## src/slsc_pkg.sv

```systemverilog
`timescale 1ns / 1ps
// ----------------------------------------------------------------------------
// slsc_pkg
// Shared types and codes for the sorted list set compare block.
// ----------------------------------------------------------------------------
package slsc_pkg;

   localparam int SLSC_LIST_DEPTH = 32;
   localparam int SLSC_KEY_BITS   = 64;
   localparam int KEY_W           = 64;

   localparam logic [1:0] ACT_LOAD_A = 2'd0;
   localparam logic [1:0] ACT_LOAD_B = 2'd1;
   localparam logic [1:0] ACT_RUN    = 2'd2;

   localparam logic [1:0] CLASS_COMMON = 2'd0;
   localparam logic [1:0] CLASS_ONLY_A = 2'd1;
   localparam logic [1:0] CLASS_ONLY_B = 2'd2;

   typedef struct packed {
      logic [1:0]       action;
      logic [KEY_W-1:0] key;
   } req_type;

   typedef struct packed {
      logic [1:0]       list_class;
      logic [KEY_W-1:0] key_out;
      logic             last_of_run;
   } rsp_type;

endpackage

```

## src/slsc_list_mem.sv

```systemverilog
`timescale 1ns / 1ps
// ----------------------------------------------------------------------------
// slsc_list_mem
// Key store for one list: one write port, one read port with registered data.
// ----------------------------------------------------------------------------
module slsc_list_mem #(
   parameter int DEPTH = 32,
   parameter int WIDTH = 64,
   localparam int IDX_W = (DEPTH > 1) ? $clog2(DEPTH) : 1
) (
   input  logic             clock,
   input  logic             wr_en,
   input  logic [IDX_W-1:0] wr_addr,
   input  logic [WIDTH-1:0] wr_data,
   input  logic [IDX_W-1:0] rd_addr,
   output logic [WIDTH-1:0] rd_data
);

   logic [WIDTH-1:0] mem [DEPTH];
   logic [WIDTH-1:0] rd_data_ff;

   always_ff @(posedge clock) begin
      if (wr_en) begin
         mem[wr_addr] <= wr_data;
      end
      rd_data_ff <= mem[rd_addr];
   end

   assign rd_data = rd_data_ff;

endmodule

```

## src/sorted_list_set_compare_top.sv

```systemverilog
`timescale 1ns / 1ps
// ----------------------------------------------------------------------------
// sorted_list_set_compare_top
// Loads two ascending key lists and merges them into common / only-A /
// only-B results.
// ----------------------------------------------------------------------------
// Usage:
//   A request beat is taken on a rising edge with start high and busy low.
//   Load A / load B beats append req_data.key to a list; busy stays low,
//   so loads can follow back to back. Loads into a full list are dropped.
//   A run beat raises busy (unless both lists are empty) and walks both
//   lists with shared < and > comparators. For each result a FETCH state
//   reads both heads from the list stores and a COMPARE state compares
//   them and steps the pointers. A run over lists of sizes na and nb
//   gives n results (max(na,nb) <= n <= na+nb); the first result appears
//   after the FETCH and COMPARE states and the output register. A run over
//   two empty lists gives nothing.
//   Each result is on rsp_data for one cycle with rsp_strobe high; the
//   last one of a run has last_of_run set. The receiver cannot stall.
//   The run clears both list counts. Reset clears the counts, the
//   sequencer and the strobe; list contents are not cleared.
// ----------------------------------------------------------------------------
module sorted_list_set_compare_top
   import slsc_pkg::*;
#(
   parameter int LIST_DEPTH = SLSC_LIST_DEPTH,
   parameter int KEY_BITS   = SLSC_KEY_BITS
) (
   input  logic    clock,
   input  logic    reset,
   input  logic    start,
   output logic    busy,
   input  req_type req_data,
   output logic    rsp_strobe,
   output rsp_type rsp_data
);

   localparam int IDX_W = (LIST_DEPTH > 1) ? $clog2(LIST_DEPTH) : 1;
   localparam int CNT_W = $clog2(LIST_DEPTH + 1);

   localparam logic [1:0] ST_IDLE    = 2'd0;
   localparam logic [1:0] ST_FETCH   = 2'd1;
   localparam logic [1:0] ST_COMPARE = 2'd2;

   logic [1:0]       state_ff, state_in;
   logic [CNT_W-1:0] count_a_ff, count_a_in;
   logic [CNT_W-1:0] count_b_ff, count_b_in;
   logic [CNT_W-1:0] ptr_a_ff, ptr_a_in;
   logic [CNT_W-1:0] ptr_b_ff, ptr_b_in;
   logic             rsp_strobe_ff, rsp_strobe_in;
   rsp_type          rsp_data_ff, rsp_data_in;

   logic                accept;
   logic                wr_a, wr_b;
   logic [KEY_BITS-1:0] wr_key;
   logic [KEY_BITS-1:0] head_a, head_b;
   logic                have_a, have_b;
   logic                a_less, a_more;
   logic                take_a, take_b;
   logic                done;

   assign accept = start && (state_ff == ST_IDLE);
   assign wr_key = req_data.key[KEY_BITS-1:0];
   assign wr_a   = accept && (req_data.action == ACT_LOAD_A)
                   && (count_a_ff != CNT_W'(LIST_DEPTH));
   assign wr_b   = accept && (req_data.action == ACT_LOAD_B)
                   && (count_b_ff != CNT_W'(LIST_DEPTH));

   slsc_list_mem #(
      .DEPTH (LIST_DEPTH),
      .WIDTH (KEY_BITS)
   ) u_list_a (
      .clock   (clock),
      .wr_en   (wr_a),
      .wr_addr (count_a_ff[IDX_W-1:0]),
      .wr_data (wr_key),
      .rd_addr (ptr_a_ff[IDX_W-1:0]),
      .rd_data (head_a)
   );

   slsc_list_mem #(
      .DEPTH (LIST_DEPTH),
      .WIDTH (KEY_BITS)
   ) u_list_b (
      .clock   (clock),
      .wr_en   (wr_b),
      .wr_addr (count_b_ff[IDX_W-1:0]),
      .wr_data (wr_key),
      .rd_addr (ptr_b_ff[IDX_W-1:0]),
      .rd_data (head_b)
   );

   assign have_a = ptr_a_ff < count_a_ff;
   assign have_b = ptr_b_ff < count_b_ff;
   assign a_less = head_a < head_b;
   assign a_more = head_a > head_b;

   always_comb begin
      take_a = 1'b0;
      take_b = 1'b0;
      rsp_data_in = rsp_data_ff;
      if (have_a && have_b) begin
         if (a_less) begin
            take_a = 1'b1;
            rsp_data_in.list_class = CLASS_ONLY_A;
            rsp_data_in.key_out    = KEY_W'(head_a);
         end else if (a_more) begin
            take_b = 1'b1;
            rsp_data_in.list_class = CLASS_ONLY_B;
            rsp_data_in.key_out    = KEY_W'(head_b);
         end else begin
            take_a = 1'b1;
            take_b = 1'b1;
            rsp_data_in.list_class = CLASS_COMMON;
            rsp_data_in.key_out    = KEY_W'(head_a);
         end
      end else if (have_a) begin
         take_a = 1'b1;
         rsp_data_in.list_class = CLASS_ONLY_A;
         rsp_data_in.key_out    = KEY_W'(head_a);
      end else begin
         take_b = 1'b1;
         rsp_data_in.list_class = CLASS_ONLY_B;
         rsp_data_in.key_out    = KEY_W'(head_b);
      end
      ptr_a_in = take_a ? ptr_a_ff + CNT_W'(1) : ptr_a_ff;
      ptr_b_in = take_b ? ptr_b_ff + CNT_W'(1) : ptr_b_ff;
      done = (ptr_a_in >= count_a_ff) && (ptr_b_in >= count_b_ff);
      rsp_data_in.last_of_run = done;
   end

   always_comb begin
      state_in      = state_ff;
      count_a_in    = wr_a ? count_a_ff + CNT_W'(1) : count_a_ff;
      count_b_in    = wr_b ? count_b_ff + CNT_W'(1) : count_b_ff;
      rsp_strobe_in = 1'b0;
      case (state_ff)
         ST_IDLE: begin
            if (accept && (req_data.action == ACT_RUN)) begin
               if ((count_a_ff != '0) || (count_b_ff != '0)) begin
                  state_in = ST_FETCH;
               end
            end
         end
         ST_FETCH: begin
            state_in = ST_COMPARE;
         end
         ST_COMPARE: begin
            rsp_strobe_in = 1'b1;
            if (done) begin
               state_in   = ST_IDLE;
               count_a_in = '0;
               count_b_in = '0;
            end else begin
               state_in = ST_FETCH;
            end
         end
         default: begin
            state_in = ST_IDLE;
         end
      endcase
   end

   always_ff @(posedge clock) begin
      if (reset) begin
         state_ff      <= ST_IDLE;
         count_a_ff    <= '0;
         count_b_ff    <= '0;
         ptr_a_ff      <= '0;
         ptr_b_ff      <= '0;
         rsp_strobe_ff <= 1'b0;
      end else begin
         state_ff      <= state_in;
         count_a_ff    <= count_a_in;
         count_b_ff    <= count_b_in;
         rsp_strobe_ff <= rsp_strobe_in;
         if (state_ff == ST_IDLE) begin
            ptr_a_ff <= '0;
            ptr_b_ff <= '0;
         end else if (state_ff == ST_COMPARE) begin
            ptr_a_ff <= ptr_a_in;
            ptr_b_ff <= ptr_b_in;
         end
      end
   end

   always_ff @(posedge clock) begin
      if (state_ff == ST_COMPARE) begin
         rsp_data_ff <= rsp_data_in;
      end
   end

   assign busy       = (state_ff != ST_IDLE);
   assign rsp_strobe = rsp_strobe_ff;
   assign rsp_data   = rsp_data_ff;

endmodule

```

## config.mk

```make
export PLATFORM = sky130hd
export DESIGN_NAME = sorted_list_set_compare_top
export DESIGN_NICKNAME = d
export VERILOG_FILES = /design/src/slsc_pkg.sv /design/src/slsc_list_mem.sv /design/src/sorted_list_set_compare_top.sv
export SDC_FILE = /design/constraint.sdc
export NUM_CORES = 2
export LEC_CHECK = 0
export CAP_MARGIN = 20
export CORE_AREA = 2 2 596 598
export CTS_CLUSTER_SIZE = 14
export DETAILED_ROUTE_END_ITERATION = 10
export DIE_AREA = 0 0 598 600
export DONT_BUFFER_PORTS = 1
export GPL_ROUTABILITY_DRIVEN = 0
export PLACE_DENSITY = 0.7
export SLEW_MARGIN = 40
export SYNTH_ARGS = -nofsm -noshare
export SYNTH_HDL_FRONTEND = slang
export SYNTH_SLANG_ARGS = --single-unit
```

## constraint.sdc

```tcl
create_clock -name clock -period 8.1 [get_ports clock]
set_input_delay 0.81 -clock clock [delete_from_list [all_inputs] [get_ports clock]]
set_output_delay 0.81 -clock clock [all_outputs]
set_load 0.01 [all_outputs]
```

==> summary.md <==
| Metric | Value |
|---|---|
| Leakage | 55.9 nW |
| Max IR drop VDD | 0.000197 V |
| Most frequent cells after synthesis | edfxtp_1 (4163), mux4_2 (925), mux2i_1 (358) |
| Met2 wire length | 204 mm |
| Initial antenna violation count | 21 |
| Vias after detailed routing | 81400 |
| Yosys top cell area share | 75.8% |
| CP Data Required Time | 8960 ps |
| RSZ-0062 raised after global routing | false |
| Worst rel slew slack | 33.5% |
| Die Y | 600 µm |
| Iter 0 DRT Violations | 11700 |
| Yosys warns | 0 |
| Final nets | 8089 |
| Max clock buf depth | 4 |
| Post-detailed-route DRC marker count | 0 |
| Wire length on met1 | 166 mm |
| Per-cell routed wire length | 33.3 µm |
| Hpwl dp | 226 mm |
| Pin count of the biggest net entering global routing | 136 |
| Synth area leaders | edfxtp_1 (76%), mux4_2 (13%), mux2i_1 (2.2%), dfxtp_1 (1.9%), mux2_2 (1.7%) |
| Critical path arrival | 6190 ps |
| Worst Skew | 55.5 ps |
| Final Slew Violations | 0 |
| Post-synthesis instance total | 7603 |
| Initial core utilization | 46.9% |
| Area Growth Syn to Fin | 13.3% |
| Io pins | 138 |
| Placed cell area | 0.172 mm² |
| Synth Area per Inst | 21.7 µm² |
| Net Count, Synth | 7768 |
| Post-layout min period | 5330 ps |
| Clock Sinks | 4318 |
| Post-synth EDFFs | 4163 |
| #FFs+latches synth | 4318 |
| Power Dens Cells | 235 mW/mm² |
| Max H-tree Level | 5 |
| Most used flip-flop cell after synthesis | edfxtp_1 |
| Top layer in use | met5 |
| CTS tree | done |
| Highest clock rate | 188 MHz |
| Fin Setup TNS | 0 ps |
| Final worst slack | 2770 ps |
| Critical path endpoint category | flip-flop |
| Sequential-to-total area share from yosys stat | 77.7% |
| Worst slack at placement | 2770 ps |
| FF-to-FF path depth | 20 |
| Clock root buffer | clkbuf_16 |
| Worst-path clk slew | 70 ps |
| GRT Total Usage | 23.7% |
| CTS Buf Count | 413 |
| PnR Total Power | 44.0 mW |
| Top-count cell post-synth | edfxtp_1 |
| Post-CTS resize count | 0 |
| Row count | 218 |
| Placed Instances | 12000 |
| GR Overflow Total | 0 |
| Global-route wire length before repair | 605 mm |
| Design Area, Final | 0.187 mm² |
| Cell area after synthesis | 0.165 mm² |
| Period utilisation layout | 65.8% |
| Status | finished, final reports clean |
| # hold bufs at CTS | 86 |
| Post-synth top area cell | edfxtp_1 |
| Antenna-violating nets left | 0 |
| Max_cap viols | 0 |
| DR vias/cell | 6.31 |
| Hold Crit Depth | 2 |
| Post-Route WL | 429 mm |
| Ys async rst share | 0% |
| Die area | 0.359 mm² |
| Vias in the first global route | 80900 |
| Share of cells above drive strength 1 | 25.6% |
| Met3 WL | 41.2 mm |
| Buffers on Ports | 0 |
| Post-CTS Setup Bufs | 0 |
| First-pass DRT Iterations | 8 |
| Slew @ Worst Pin | 986 ps |
| Post-synth cell types | 60 |
| Worst-path maximum fanout | 45 |
| Setup violators final | 0 |
| Die X | 598 µm |
| Critical path type | reg2reg |
| Non-filler instance count after layout | 12900 |
| Startpoint Class | flip-flop |
| Worst-Skew Late Latency | 930 ps |
| Final Hold Fails | 0 |
| Core ar. | 0.352 mm² |
| Worst Hold Class | in2reg |
==> cell type report <==
class	instances	area, µm²
clock buffers	540	11200
well taps	4620	5780
clock inverters	216	1850
inverters	80	302
multi-input cells	2808	35500
diodes	6	15.0
fillers	26200	165000
flip-flops and latches	4318	128000
repair buffers	303	4130
==> per-stage QoR <==
step	util [%]	hold WS, ps
after floorplan	-	481
after global placement	48.7	495
after detailed placement	48.8	505
after CTS	53.0	91.8
after global routing	53.1	142
final	53.1	150
==> path summary, 6_finish.rpt <==
kind / startpoint / to / slack [ps]
max: u_list_b.rd_data[59] / count_b_ff[4] / 2770
min: reset / ptr_a_ff[1] / 150
max reg2reg: u_list_b.rd_data[59] / count_b_ff[4] / 2770
min reg2reg: ptr_b_ff[5] / ptr_b_ff[5] / 530
==> kinds of logic (layout without fill, tap and decap cells) <==
kind of cell,after synthesis,after routing,share of synthesized area [%]
other,0,6,0
muxes,1530,1530,16.5
and+or+nand+nor,470,470,1.22
buffers and inverters,477,1139,1.16
xor gates and xnor gates,19,19,0.101
AOI/OAI and AO/OA,693,693,2.65
DFF,4318,4318,77.7
adders and majority gates,96,96,0.728
==> registers in the layout (all words and copies together), names as in the netlist <==
name,count
rsp_strobe,1
u_list_b.rd_data,64
count_b_ff,6
u_list_a.rd_data,64
u_list_a.mem,2048
ptr_a_ff,6
state_ff,2
count_a_ff,6
ptr_b_ff,6
u_list_b.mem,2048
rsp_data,67
==> metal layers <==
| layer | vias up | GRT usage, % |
|---|---|---|
| li1 | 32500 | - |
| met1 | 43200 | 33.3 |
| met2 | 4874 | 37.7 |
| met3 | 768 | 3.73 |
| met4 | 2 | 8.74 |
| met5 | - | 0 |
==> cells in the final DEF, fill, tap and decap left out, types with 6 or more instances in the layout <==
cell / count
clkinv_1: 93
a21oi_1: 209
buf_16: 37
xnor2_1: 14
bufinv_16: 29
o221ai_1: 178
inv_1: 75
clkinvlp_4: 6
nor3_2: 6
nand4_1: 23
nor3_1: 8
mux4_2: 925
mux2_2: 247
ha_1: 96
o21ai_0: 187
nand2_1: 278
dfxtp_4: 10
o22ai_1: 61
buf_2: 6
inv_6: 11
dlygate4sd3_1: 12
o21ai_1: 8
clkinv_2: 71
clkbuf_1: 102
a31oi_1: 6
buf_6: 38
diode_2: 6
dfxtp_1: 145
nand2b_1: 8
nand3_1: 32
buf_12: 74
clkbuf_8: 16
nor2_4: 58
a21o_1: 14
buf_4: 132
edfxtp_1: 4163
clkbuf_16: 422
nor2_1: 28
mux2i_1: 358
==> critical path, stage by stage, from the launching register on <==
cell,delay (ps)
dfxtp_1,350
inv_1,60
ha_1,320
nand4_1,210
nor4_4,680
nand2_1,160
or3_1,350
o221a_2,200
and2_4,190
nor2_8,660
xor2_1,150
ha_1,310
nand2b_1,150
a21o_1,170
a21o_1,170
a21o_1,170
a21o_1,170
a21oi_1,180
nor2_1,70
a21o_1,340
a21oi_1,180
==> power by group <==
group	total [mW]	switching, mW	internal, mW
combinational	0.701	0.489	0.212
sequential	24.5	0.0252	24.5
clock	18.8	8.14	10.6
No activity file was read; power rests on OpenSTA's default activity.
